===== src/hdl/bqc_pkg.sv =====
// Shared widths and codes for the cascaded biquad filter.
// No dependencies; imported by the interfaces, the MAC unit, the top level and the testbench.
package bqc_pkg;

  // Field widths
  localparam int SAMPLE_W = 16;   // Q1.15 sample
  localparam int COEF_W   = 18;   // Q3.15 coefficient
  localparam int SIG_W    = 32;   // internal signal word, 15 fraction bits
  localparam int FRAC_W   = 15;
  localparam int PROD_W   = SIG_W + COEF_W;      // exact product
  localparam int RND_W    = PROD_W - FRAC_W;     // product after rounding
  localparam int ACC_W    = RND_W + 1;           // sum of three rounded products
  localparam int CFG_W    = 4;
  localparam int SECF_W   = 3;    // coeff_section field
  localparam int SLOT_W   = 3;    // coeff_slot field

  // Coefficients per section
  localparam int NUM_SLOTS = 5;

  // Coefficient slot codes
  localparam logic [SLOT_W-1:0] SLOT_B1   = 3'd0;
  localparam logic [SLOT_W-1:0] SLOT_B2   = 3'd1;
  localparam logic [SLOT_W-1:0] SLOT_A1   = 3'd2;
  localparam logic [SLOT_W-1:0] SLOT_A2   = 3'd3;
  localparam logic [SLOT_W-1:0] SLOT_GAIN = 3'd4;

  // Command codes
  localparam logic CMD_LOAD   = 1'b0;
  localparam logic CMD_SAMPLE = 1'b1;

  // Sequencer steps per section
  localparam int STEP_W = 3;
  localparam logic [STEP_W-1:0] LAST_STEP = 3'd6;

endpackage


===== src/hdl/bqc_if.sv =====
// Channel interfaces of the cascaded biquad filter: input items, results, register write.
// Depends on bqc_pkg for field widths.
interface bqc_in_if import bqc_pkg::*; ();
  logic                     valid;
  logic                     ready;
  logic                     cmd;
  logic signed [SAMPLE_W-1:0] sample;
  logic                     first_of_block;
  logic [SECF_W-1:0]        coeff_section;
  logic [SLOT_W-1:0]        coeff_slot;
  logic signed [COEF_W-1:0] coeff_value;

  modport source (output valid, cmd, sample, first_of_block, coeff_section, coeff_slot,
                  coeff_value, input ready);
  modport sink   (input valid, cmd, sample, first_of_block, coeff_section, coeff_slot,
                  coeff_value, output ready);
endinterface

interface bqc_out_if import bqc_pkg::*; ();
  logic                       valid;
  logic                       ready;
  logic signed [SAMPLE_W-1:0] filtered;
  logic                       clipped;

  modport source (output valid, filtered, clipped, input ready);
  modport sink   (input valid, filtered, clipped, output ready);
endinterface

interface bqc_cfg_if import bqc_pkg::*; ();
  logic             valid;
  logic             ready;
  logic [CFG_W-1:0] sections_in_use;

  modport source (output valid, sections_in_use, input ready);
  modport sink   (input valid, sections_in_use, output ready);
endinterface


===== src/hdl/biquad_cascade_iir_filter.sv =====
// Cascaded direct-form-II biquad filter, top level.
// Depends on bqc_pkg, bqc_if (channels), bqc_ram (coefficient store), bqc_mac.
//
// Usage:
//  item   : input transactions. cmd load writes one Q3.15 coefficient into the
//           store; cmd sample filters one Q1.15 sample. A sample
//           flagged first_of_block clears all section delays before use.
//  result : one transaction per sample: filtered (saturated Q1.15) and clipped.
//  cfg    : sections_in_use, always ready; write only while the block is idle.
// Schedule: with N = min(sections_in_use, MAX_SECTIONS), a sample runs through N
//  sections and then a final step that loads the result register; the input is ready
//  again in the same cycle as the result becomes valid. Each section has a coefficient
//  read lead step, five products on the single shared multiplier issued one a cycle,
//  and a step to finish the sum and write the delay pair. N = 0 sends the sample
//  straight to the final step.
// Reset clears the register, the delays and the coefficient valid bits at once;
//  coefficients never loaded read as zero. No clearing pass is needed.
// A stalled result sits in the output register; the next sample is still taken
//  and waits in its final step until the result register is free.
module biquad_cascade_iir_filter import bqc_pkg::*; #(
  parameter int MAX_SECTIONS = 8
) (
  input  logic       clk,
  input  logic       rst,
  bqc_in_if.sink     item,
  bqc_out_if.source  result,
  bqc_cfg_if.sink    cfg
);

  localparam int DEPTH = NUM_SLOTS * MAX_SECTIONS;
  localparam int AW    = $clog2(DEPTH);
  localparam int SW    = (MAX_SECTIONS > 1) ? $clog2(MAX_SECTIONS) : 1;
  localparam int NW    = $clog2(MAX_SECTIONS + 1);

  typedef enum logic [2:0] {
    ST_IDLE  = 3'b001,
    ST_RUN   = 3'b010,
    ST_FINAL = 3'b100
  } state_t;

  typedef struct packed {
    logic                    ovf;
    logic signed [SIG_W-1:0] val;
  } sat_sig_t;

  typedef struct packed {
    logic                       ovf;
    logic signed [SAMPLE_W-1:0] val;
  } sat_out_t;

  // saturate the accumulator to a 32-bit signal word
  function automatic sat_sig_t sat_sig(input logic signed [ACC_W-1:0] a);
    sat_sig_t s;
    s.ovf = !((&a[ACC_W-1:SIG_W-1]) || !(|a[ACC_W-1:SIG_W-1]));
    if (s.ovf) begin
      s.val = a[ACC_W-1] ? {1'b1, {(SIG_W-1){1'b0}}} : {1'b0, {(SIG_W-1){1'b1}}};
    end else begin
      s.val = a[SIG_W-1:0];
    end
    return s;
  endfunction

  // saturate the accumulator to the 16-bit output
  function automatic sat_out_t sat_out(input logic signed [ACC_W-1:0] a);
    sat_out_t s;
    s.ovf = !((&a[ACC_W-1:SAMPLE_W-1]) || !(|a[ACC_W-1:SAMPLE_W-1]));
    if (s.ovf) begin
      s.val = a[ACC_W-1] ? {1'b1, {(SAMPLE_W-1){1'b0}}} : {1'b0, {(SAMPLE_W-1){1'b1}}};
    end else begin
      s.val = a[SAMPLE_W-1:0];
    end
    return s;
  endfunction

  state_t                     state;
  logic [STEP_W-1:0]          step;
  logic [SW-1:0]              sec;
  logic [SW-1:0]              last_sec;
  logic [AW-1:0]              base;
  logic [CFG_W-1:0]           sections_in_use;
  logic [NW-1:0]              n_eff;
  logic signed [SIG_W-1:0]    v;
  logic signed [SIG_W-1:0]    w_reg;
  logic signed [ACC_W-1:0]    acc;
  logic                       clip;
  logic signed [SIG_W-1:0]    delay_one [MAX_SECTIONS];
  logic signed [SIG_W-1:0]    delay_two [MAX_SECTIONS];
  logic [DEPTH-1:0]           cvalid;
  logic                       rd_ok;
  logic                       out_valid;
  logic signed [SAMPLE_W-1:0] res_filtered;
  logic                       res_clipped;

  logic                       in_acc, load_acc, samp_acc, load_ok;
  logic                       out_load;
  logic [31:0]                waddr_full;
  logic [AW-1:0]              wr_addr, rd_addr;
  logic [SLOT_W-1:0]          slot_sel;
  logic [COEF_W-1:0]          rd_data;
  logic signed [COEF_W-1:0]   coef;
  logic signed [SIG_W-1:0]    op;
  logic signed [SIG_W-1:0]    s1, s2;
  logic signed [RND_W-1:0]    mac_rnd;
  logic signed [ACC_W-1:0]    r_x;
  sat_sig_t                   acc_sat;
  sat_out_t                   acc_out;

  // handshakes
  assign item.ready = (state == ST_IDLE);
  assign cfg.ready  = 1'b1;
  assign in_acc     = item.valid && item.ready;
  assign load_acc   = in_acc && (item.cmd == CMD_LOAD);
  assign samp_acc   = in_acc && (item.cmd == CMD_SAMPLE);

  assign result.valid    = out_valid;
  assign result.filtered = res_filtered;
  assign result.clipped  = res_clipped;

  // final step may hand over when the output register is free or being drained
  assign out_load = (state == ST_FINAL) && (!out_valid || result.ready);

  // configuration register
  always_ff @(posedge clk) begin
    if (rst) begin
      sections_in_use <= '0;
    end else if (cfg.valid && cfg.ready) begin
      sections_in_use <= cfg.sections_in_use;
    end
  end

  // sections actually applied
  always_comb begin
    if (32'(sections_in_use) > MAX_SECTIONS) begin
      n_eff = NW'(MAX_SECTIONS);
    end else begin
      n_eff = NW'(sections_in_use);
    end
  end

  // coefficient write address and range check
  assign waddr_full = 32'(item.coeff_section) * NUM_SLOTS + 32'(item.coeff_slot);
  assign wr_addr    = waddr_full[AW-1:0];
  assign load_ok    = (32'(item.coeff_section) < MAX_SECTIONS) &&
                      (32'(item.coeff_slot) < NUM_SLOTS);

  // read order within a section: gain, a1, a2, b1, b2
  always_comb begin
    unique case (step)
      3'd0:    slot_sel = SLOT_GAIN;
      3'd1:    slot_sel = SLOT_A1;
      3'd2:    slot_sel = SLOT_A2;
      3'd3:    slot_sel = SLOT_B1;
      default: slot_sel = SLOT_B2;
    endcase
  end
  assign rd_addr = base + AW'(slot_sel);

  bqc_ram #(.WIDTH(COEF_W), .DEPTH(DEPTH)) u_coeff_ram (
    .clk   (clk),
    .we    (load_acc && load_ok),
    .waddr (wr_addr),
    .wdata (item.coeff_value),
    .raddr (rd_addr),
    .rdata (rd_data)
  );

  // entries never written read as zero
  always_ff @(posedge clk) begin
    rd_ok <= cvalid[rd_addr];
  end
  assign coef = rd_ok ? $signed(rd_data) : '0;

  // multiplier operand, paired with the registered coefficient read data
  assign s1 = delay_one[sec];
  assign s2 = delay_two[sec];
  always_comb begin
    unique case (step)
      3'd2, 3'd4: op = s1;
      3'd3, 3'd5: op = s2;
      default:    op = v;
    endcase
  end

  bqc_mac u_mac (
    .clk     (clk),
    .en      (state == ST_RUN),
    .op      (op),
    .coef    (coef),
    .rounded (mac_rnd)
  );

  assign r_x     = ACC_W'(mac_rnd);
  assign acc_sat = sat_sig(acc);
  assign acc_out = sat_out(acc);

  // sequencer and datapath registers
  always_ff @(posedge clk) begin
    if (rst) begin
      state     <= ST_IDLE;
      step      <= '0;
      sec       <= '0;
      clip      <= 1'b0;
      out_valid <= 1'b0;
      cvalid    <= '0;
      for (int i = 0; i < MAX_SECTIONS; i++) begin
        delay_one[i] <= '0;
        delay_two[i] <= '0;
      end
    end else begin
      if (load_acc && load_ok) begin
        cvalid[wr_addr] <= 1'b1;
      end
      if (out_load) begin
        out_valid <= 1'b1;
      end else if (out_valid && result.ready) begin
        out_valid <= 1'b0;
      end

      unique case (state)
        ST_IDLE: begin
          if (samp_acc) begin
            if (item.first_of_block) begin
              for (int i = 0; i < MAX_SECTIONS; i++) begin
                delay_one[i] <= '0;
                delay_two[i] <= '0;
              end
            end
            v        <= SIG_W'(item.sample);
            acc      <= ACC_W'(item.sample);
            clip     <= 1'b0;
            sec      <= '0;
            base     <= '0;
            step     <= '0;
            last_sec <= SW'(n_eff - NW'(1));
            state    <= (n_eff == '0) ? ST_FINAL : ST_RUN;
          end
        end

        ST_RUN: begin
          step <= (step == LAST_STEP) ? '0 : step + STEP_W'(1);
          unique case (step)
            3'd0: begin
              // previous section output becomes this section's input
              if (sec != '0) begin
                v    <= acc_sat.val;
                clip <= clip | acc_sat.ovf;
              end
            end
            3'd2: acc <= r_x;
            3'd3, 3'd4: acc <= acc - r_x;
            3'd5: begin
              // w saturated, y sum starts from it
              w_reg <= acc_sat.val;
              acc   <= ACC_W'(acc_sat.val) + r_x;
              clip  <= clip | acc_sat.ovf;
            end
            3'd6: begin
              acc            <= acc + r_x;
              delay_two[sec] <= s1;
              delay_one[sec] <= w_reg;
              if (sec == last_sec) begin
                state <= ST_FINAL;
              end else begin
                sec  <= sec + SW'(1);
                base <= base + AW'(NUM_SLOTS);
              end
            end
            default: ;
          endcase
        end

        ST_FINAL: begin
          // wait for a free output register
          if (out_load) begin
            res_filtered <= acc_out.val;
            res_clipped  <= clip | acc_out.ovf;
            state        <= ST_IDLE;
          end
        end

        default: state <= ST_IDLE;
      endcase
    end
  end

`ifndef SYNTHESIS
  a_step_range: assert property (@(posedge clk) disable iff (rst)
    (state == ST_RUN) |-> (step <= LAST_STEP))
    else $error("sequencer step out of range");

  a_sec_range: assert property (@(posedge clk) disable iff (rst)
    (state == ST_RUN) |-> (sec <= last_sec))
    else $error("section index beyond last section in use");

  a_bypass: assert property (@(posedge clk) disable iff (rst)
    (samp_acc && (n_eff == '0)) |=> (state == ST_FINAL))
    else $error("sample with no sections did not go straight to output");

  a_last_section: assert property (@(posedge clk) disable iff (rst)
    (state == ST_RUN && step == LAST_STEP && sec == last_sec) |=> (state == ST_FINAL))
    else $error("last section did not finish the sample");

  a_result_source: assert property (@(posedge clk) disable iff (rst)
    $rose(out_valid) |-> ($past(state) == ST_FINAL))
    else $error("result raised outside the final step");
`endif

endmodule


===== src/hdl/bqc_ram.sv =====
// Generic single-port-write, single-port-read RAM with registered read data.
// No dependencies.
module bqc_ram #(
  parameter int WIDTH = 18,
  parameter int DEPTH = 40,
  localparam int AW = (DEPTH > 1) ? $clog2(DEPTH) : 1
) (
  input  logic             clk,
  input  logic             we,
  input  logic [AW-1:0]    waddr,
  input  logic [WIDTH-1:0] wdata,
  input  logic [AW-1:0]    raddr,
  output logic [WIDTH-1:0] rdata
);

  logic [WIDTH-1:0] mem [DEPTH];

  // write port
  always_ff @(posedge clk) begin
    if (we) begin
      mem[waddr] <= wdata;
    end
  end

  // registered read
  always_ff @(posedge clk) begin
    rdata <= mem[raddr];
  end

endmodule


===== src/hdl/bqc_mac.sv =====
// Shared multiplier of the biquad sequencer: signal word times coefficient, rounded.
// Depends on bqc_pkg for widths.
module bqc_mac import bqc_pkg::*; (
  input  logic                      clk,
  input  logic                      en,
  input  logic signed [SIG_W-1:0]   op,
  input  logic signed [COEF_W-1:0]  coef,
  output logic signed [RND_W-1:0]   rounded
);

  // half an LSB of the result, added before the floor shift
  localparam logic signed [PROD_W-1:0] ROUND_BIAS = PROD_W'(1) <<< (FRAC_W - 1);

  logic signed [PROD_W-1:0] prod;

  // multiply-add into the product register
  always_ff @(posedge clk) begin
    if (en) begin
      prod <= op * coef + ROUND_BIAS;
    end
  end

  // arithmetic shift by the fraction width: round half up
  assign rounded = prod[PROD_W-1:FRAC_W];

endmodule


===== src/flat_wrapper.sv =====
// flat-port wrapper written by rule: the top's interface ports become plain ports
module biquad_cascade_iir_filter_flat import bqc_pkg::*;
#(
  parameter int MAX_SECTIONS = 8
)
  (clk, rst, item_valid, item_cmd, item_sample, item_first_of_block, item_coeff_section, item_coeff_slot, item_coeff_value, item_ready, result_valid, result_filtered, result_clipped, result_ready, cfg_valid, cfg_sections_in_use, cfg_ready);
  bqc_in_if item_i ();
  bqc_out_if result_i ();
  bqc_cfg_if cfg_i ();
  input  logic clk;
  input  logic rst;
  input wire logic [$bits(item_i.valid)-1:0] item_valid;
  input wire logic [$bits(item_i.cmd)-1:0] item_cmd;
  input wire logic [$bits(item_i.sample)-1:0] item_sample;
  input wire logic [$bits(item_i.first_of_block)-1:0] item_first_of_block;
  input wire logic [$bits(item_i.coeff_section)-1:0] item_coeff_section;
  input wire logic [$bits(item_i.coeff_slot)-1:0] item_coeff_slot;
  input wire logic [$bits(item_i.coeff_value)-1:0] item_coeff_value;
  output wire logic [$bits(item_i.ready)-1:0] item_ready;
  output wire logic [$bits(result_i.valid)-1:0] result_valid;
  output wire logic [$bits(result_i.filtered)-1:0] result_filtered;
  output wire logic [$bits(result_i.clipped)-1:0] result_clipped;
  input wire logic [$bits(result_i.ready)-1:0] result_ready;
  input wire logic [$bits(cfg_i.valid)-1:0] cfg_valid;
  input wire logic [$bits(cfg_i.sections_in_use)-1:0] cfg_sections_in_use;
  output wire logic [$bits(cfg_i.ready)-1:0] cfg_ready;
  assign item_i.valid = item_valid;
  assign item_i.cmd = item_cmd;
  assign item_i.sample = item_sample;
  assign item_i.first_of_block = item_first_of_block;
  assign item_i.coeff_section = item_coeff_section;
  assign item_i.coeff_slot = item_coeff_slot;
  assign item_i.coeff_value = item_coeff_value;
  assign item_ready = item_i.ready;
  assign result_valid = result_i.valid;
  assign result_filtered = result_i.filtered;
  assign result_clipped = result_i.clipped;
  assign result_i.ready = result_ready;
  assign cfg_i.valid = cfg_valid;
  assign cfg_i.sections_in_use = cfg_sections_in_use;
  assign cfg_ready = cfg_i.ready;
  biquad_cascade_iir_filter #(.MAX_SECTIONS(MAX_SECTIONS)) u_core (.clk(clk), .rst(rst), .item(item_i), .result(result_i), .cfg(cfg_i));
endmodule

===== config.mk =====
export PLATFORM = sky130hd
export DESIGN_NAME = biquad_cascade_iir_filter_flat
export DESIGN_NICKNAME = d
export VERILOG_FILES = /design/src/hdl/bqc_pkg.sv /design/src/hdl/bqc_if.sv /design/src/hdl/biquad_cascade_iir_filter.sv /design/src/hdl/bqc_ram.sv /design/src/hdl/bqc_mac.sv /design/src/flat_wrapper.sv
export SDC_FILE = /design/constraint.sdc
export NUM_CORES = 2
export LEC_CHECK = 0
export BUFFER_PORTS_ARGS = -buffer_cell sky130_fd_sc_hd__clkbuf_2
export CAP_MARGIN = 20
export CORE_MARGIN = 4
export CORE_UTILIZATION = 50
export DETAILED_ROUTE_END_ITERATION = 16
export PLACE_DENSITY = 0.71
export SYNTH_ARGS = -nofsm -noshare
export SYNTH_HDL_FRONTEND = slang
export SYNTH_SLANG_ARGS = --single-unit
export TNS_END_PERCENT = 10

===== constraint.sdc =====
create_clock -name clk -period 13.12 [get_ports clk]
set_clock_uncertainty 0.2 [all_clocks]
set_input_delay 0.656 -clock clk [delete_from_list [all_inputs] [get_ports clk]]
set_output_delay 0.656 -clock clk [all_outputs]
set_load 0.05 [all_outputs]

# Yosys cells after proc, flatten, opt, wreduce, memory -nomap -nowiden
# Memory sizes are Yosys's and may differ from the RTL's. A register that Yosys moved wholly into a read port is not among the register bits.
# Index checks and enable logic that the tools add are counted.
dict set report totals {
  ff_bits 232
  wordCells 196
  rom_bits 0
  memories 3
  ramBits 1232
  latchBits 0
}
dict set report classes {
  div_mod_pow 0
  reduce_logical 39
  n_shift 0
  addsub 10
  order_cmp 5
  mux 80
  n_eq_ne 20
  bitwise 21
  mul 2
}
# memory depth word_bits rd rd_clocked_by_memory_dff wr line
set mem_list {}
lappend mem_list {u_core.u_coeff_ram.mem 40 18 1 1 1 bqc_ram.sv:16} ;# logic [WIDTH-1:0] mem [DEPTH];
lappend mem_list {u_core.delay_one 8 32 1 1 8 biquad_cascade_iir_filter.sv:86} ;# logic signed [SIG_W-1:0] delay_one [MAX_SECTIONS];
lappend mem_list {u_core.delay_two 8 32 1 1 8 biquad_cascade_iir_filter.sv:87} ;# logic signed [SIG_W-1:0] delay_two [MAX_SECTIONS];
# op n
set op_table {}
lappend op_table {{2-to-1 mux 32 bit} 23}
lappend op_table {{case mux 36 bit (4 select lines)} 1}
lappend op_table {{case mux 32 bit (2 select lines)} 2}
lappend op_table {{case mux 36 bit (2 select lines)} 1}
lappend op_table {{OR reduction 32 bit} 2}
lappend op_table {{adder 50 x 16 -> 50 bit, second input constant} 1}
lappend op_table {{multiplier 32 x 18 -> 50 bit} 1}
lappend op_table {{2-to-1 mux 3 bit} 15}
lappend op_table {{OR 40 bit} 1}
lappend op_table {{adder 32 x 35 -> 36 bit} 1}
lappend op_table {{adder 36 x 35 -> 36 bit} 1}
lappend op_table {{2-to-1 mux 36 bit} 1}
lappend op_table {{subtractor 36 x 35 -> 36 bit} 1}
lappend op_table {{2-to-1 mux 16 bit} 2}
lappend op_table {{2-to-1 mux 1 bit} 21}
lappend op_table {{AND reduction 21 bit} 1}
lappend op_table {{OR reduction 21 bit} 1}
lappend op_table {{2-to-1 mux 18 bit} 1}
lappend op_table {{2-to-1 mux 6 bit} 3}
lappend op_table {{OR 1 bit} 18}
lappend op_table {{AND reduction 4 bit} 4}
lappend op_table {{AND reduction 5 bit} 3}
lappend op_table {{less-than comparator 6 x 7 -> 1 bit, second input constant} 2}
lappend op_table {{adder 6 x 3 -> 6 bit} 2}
lappend op_table {{36 further kinds} 68}

# Longest topological paths before layout
dict set report logic_depth {
  ltp_word 9
  ltp_mapped 33
  ltp_nobuf 29
}

# Modules after synthesis
# A second synthesis with hierarchy kept.
dict set report unflattened {
  hier_cells 6506
  hier_area_um2 83905.5
}
# module instances area_per_inst_um2 seq_area_each_um2 cells_per_inst
set by_module_without_submodules {}
lappend by_module_without_submodules {biquad_cascade_iir_filter 1 35126.2 20339.5 2868}
lappend by_module_without_submodules {bqc_ram 1 28586.2 21981.1 1473}
lappend by_module_without_submodules {bqc_mac 1 20193.1 1051.0 2165}

# Worst setup path before layout
# Ideal clock, no wire load.
dict set report synth_timing {
  path_type {flip-flop to flip-flop}
  startpoint {register with a tool-made name}
  endpoint {register u_core.u_mac.prod[42], data pin}
  t_arrival_ns 8.263
  path_buffers 4
  setup_slack_ns 4.396
  setup_ns 0.261
  stages_incl_launch_ff 30
  path_cell_list {dfxtp_1 clkbuf_1 buf_1 clkbuf_1 clkbuf_1 mux4_2 mux2i_1 mux2_2 o21ai_1 nand2_1 fa_1 inv_1 fa_1 inv_1 fa_1 fa_1 inv_1 fa_1 inv_1 fa_1 inv_1 ha_1 a2111oi_1 a21oi_1 a311oi_4 o211ai_2 a31oi_4 o221ai_2 a21oi_2 xnor2_1}
}
# item line
set synth_lines {}
lappend synth_lines {{end signal, assigned} bqc_mac.sv:19} ;# prod <= op * coef + ROUND_BIAS;
lappend synth_lines {{end, declared} bqc_mac.sv:14} ;# logic signed [PROD_W-1:0] prod;

==> flow_metrics.py <==
metrics = {
    "routing": {
        "final_antenna_net_count": 0,
        "routedWlPerCell_um": 26.3,
        "vias_per_cell": 6.03,
        "drtIter0Drc": 6018,
        "drc_errors": 0,
        "drt_pass1_iterations": 6,
        "vias": 51900,
        "wirelength_um": 226000,
    },
    "cts": {
        "numClockSinks": 1470,
        "cts_buffers": 152,
        "clk_pin_slew_worst_paths_ns": 0.06,
        "clk_path_buf_depth": 3,
        "root_buffer": "clkbuf_16",
        "cts_tree": "done",
        "clkLatencyLatePin_ns": 0.83,
        "htree_levels": 4,
    },
    "synthesis": {
        "synth_top_area_share_pct": 50.3,
        "synth.distinct_cells": 74,
        "yosysTopAreaCell": "edfxtp_1",
        "syn_area_um2": 83100,
        "yosys-top-cells-area": "edfxtp_1, fa_1, mux4_2",
        "synth_warnings": 0,
        "synth_top_family_by_area": "adder cells",
        "synth_flop_cell": "edfxtp_1",
        "synth-simple-area-share_pct": 9.48,
        "muxShareOfSynthArea_pct": 11.2,
        "synth-compound-area-share_pct": 4.64,
        "synth_cells": 6232,
        "syn_area_per_cell_um2": 13.3,
        "synthAdderAreaFrac_pct": 16.5,
        "syn-num-nets": 7042,
        "async_flop_share_pct": 0,
        "synth_edf_count": 1393,
        "synth_xor_xnor_area_share_pct": 1.19,
        "ys_seq_elements": 1470,
        "synth-seq-area-share_pct": 52.2,
    },
    "timing": {
        "slew_headroom_pct": 18.3,
        "setup_ws_ns": 2.92,
        "rsz0062_at_grt": "no",
        "final_max_slew_viol_count": 0,
        "setup_viol": 0,
        "fin_crit_ns": 10.20,
        "fin_tns_setup_ns": 0,
        "fmax_mhz": 98.1,
        "hold_viol": 0,
        "final.period_utilization_pct": 77.7,
        "fin_hold_ws_ns": 0.0484,
        "tightestPinTransition_ns": 1.22,
    },
    "cells_and_area": {
        "multi_input_area_um2": 36100,
        "top_register": "u_core.u_coeff_ram.mem",
        "syn_to_final_growth_pct": 9.96,
        "final_util_pct": 55.4,
        "final_common_cell": "edfxtp_1",
        "nFillCells": 13000,
        "nets": 7103,
        "layout-drive-gt1-share_pct": 14.1,
        "largest_reg_flops": 720,
        "final-seq-area_um2": 43400,
        "reg_top3": "u_core.u_coeff_ram.mem (720), u_core.delay_one (256), u_core.delay_two (256)",
        "final_cell_mix": "edfxtp_1, inv_1, nor2_1",
    },
    "global_route": {
        "grt_max_degree": 125,
        "track_usage_pct": 26.3,
        "grt_pass1_vias": 53100,
        "grt_overflow": 0,
        "grt_pass1_wl_um": 340000,
        "grt_antenna_before_repair": 6,
    },
    "worst_setup_path": {
        "start_kind": "register",
        "endpoint_kind": "register",
        "crit_type": "register to register",
        "worstPathMaxFanout": 60,
        "arrival_ns": 10.52,
        "rr_worst_depth": 27,
        "cp_data_required_time_ns": 13.45,
    },
    "floorplanning": {
        "die-area_um2": 173000,
        "core_um2": 165000,
        "dieHeight_um": 416,
        "rows": 149,
        "die_x_um": 416,
        "ios": 71,
        "initial_utilization_pct": 50.4,
    },
    "placed_design": {
        "post-place-ws_ns": 2.97,
        "gp_congestion": 0.948,
        "port_buffers": 69,
        "hpwlAfterDp_um": 146000,
    },
    "outcome": {
        "outcome": "finished clean",
    },
    "job": {
        "drv_cap": 0,
    },
    "hold_path": {
        "hold_depth": 3,
        "hp-class": "input pin to register",
    },
    "power_and_ir_drop": {
        "finalPower_mw": 10.8,
        "p_leak_nw": 35.0,
        "p_seq_share_pct": 49.6,
        "p_comb_share_pct": 12.0,
        "ir_worst_vdd_mv": 0.130,
        "p_sw_mw": 2.73,
        "switching_share_pct": 25.4,
        "intPower_mw": 8.02,
        "clkPwrFrac_pct": 38.3,
        "pwr_density_cell_nw_per_um2": 118,
    },
}
==> per-stage QoR <==
stage / cell area, um2 / instances
final: 91400 / 8602
after floorplan: 83100 / 6232
after detailed placement: 86400 / 8309
after global placement: 86400 / 8308
after CTS: 91300 / 8593
after global routing: 91400 / 8600
==> cells in the mapped netlist (33+ instances only) <==
| master | instances |
|---|---|
| edfxtp_1 | 1393 |
| inv_1 | 745 |
| nor2_1 | 727 |
| fa_1 | 557 |
| nand2_1 | 452 |
| mux4_2 | 356 |
| clkbuf_1 | 261 |
| a21oi_1 | 247 |
| ha_1 | 202 |
| and2_1 | 184 |
| and3_1 | 144 |
| mux2i_1 | 93 |
| o21ai_0 | 83 |
| dfxtp_1 | 77 |
| xnor2_1 | 73 |
| a21o_1 | 68 |
| nor2b_1 | 48 |
| nand3_1 | 40 |
| o21a_1 | 40 |
| xor2_1 | 40 |
| nand2b_1 | 38 |
| a211oi_1 | 35 |
| nor3_1 | 35 |
| a221oi_1 | 34 |
| buf_1 | 33 |
==> repair_timing <==
item,CTS,global route
hold buffers,12,0
resized for setup,0,0
endpoints found under the hold margin,8,0
setup buffers,0,0
==> logic make-up after synthesis <==
kind of cell	count (synthesis)
muxes	481
AOI/OAI and AO/OA	611
other	1
adders and majority gates	759
xor gates and xnor gates	113
and+or+nand+nor	1741
DFF	1470
buffers and inverters	1056
==> layout make-up <==
class	count	share of cell area (%)
flip-flops and latches	1470	47.5
multi-input cells	3706	39.5
clock buffers	191	4.35
inverters	746	3.07
well taps	2189	3.00
repair buffers	217	1.74
clock inverters	81	0.841
diodes	2	0.00548
==> power by group through the flow <==
stage | clock network, mW | logic (mW) | registers, mW
floorplan | 0 | 0.827 | 5.41
global placement | 0 | 1.25 | 5.43
detailed placement | 0 | 1.27 | 5.43
CTS | 4.17 | 1.28 | 5.34
global route | 4.39 | 1.41 | 5.35
finish | 4.12 | 1.29 | 5.34
==> routing by layer <==
metal / track usage, % / routed length, um
met5: 0 / 27
met4: 10.7 / 10200
met3: 5.25 / 22800
met2: 42.4 / 108000
met1: 35.4 / 84600
==> final timing paths <==
kind | end | slack, ns | startpoint
hold / removal | u_core.acc[0]$_DFFE_PP_ | 0.05 | item_sample[0]
setup / recovery | u_core.u_mac.prod[49]$_DFFE_PP_ | 2.92 | register
hold reg to reg | u_core.cvalid[22]$_SDFFE_PP0P_ | 0.27 | u_core.cvalid[22]$_SDFFE_PP0P_
setup reg to reg | u_core.u_mac.prod[49]$_DFFE_PP_ | 2.92 | register
==> worst max-delay path, stage by stage (launching register included) <==
cell       delay [ns]
dfxtp_4          0.81
buf_12           0.51
mux4_2           0.58
mux2i_1          0.55
mux2_2           0.39
o21a_1           0.44
nor2_1           0.13
fa_1             0.57
inv_1            0.05
fa_1             0.46
fa_1             0.52
inv_1            0.06
fa_1             0.50
fa_1             0.49
inv_1            0.05
fa_1             0.47
inv_1            0.04
ha_1             0.37
nand2_1          0.11
o21ai_0          0.12
a2111oi_1        0.62
a21oi_1          0.45
a31oi_1          0.48
o211ai_1         0.23
nand3_1          0.17
o21ai_1          0.13
a221oi_2         0.28
xnor2_1          0.08
(Power assumes the default switching activity.)
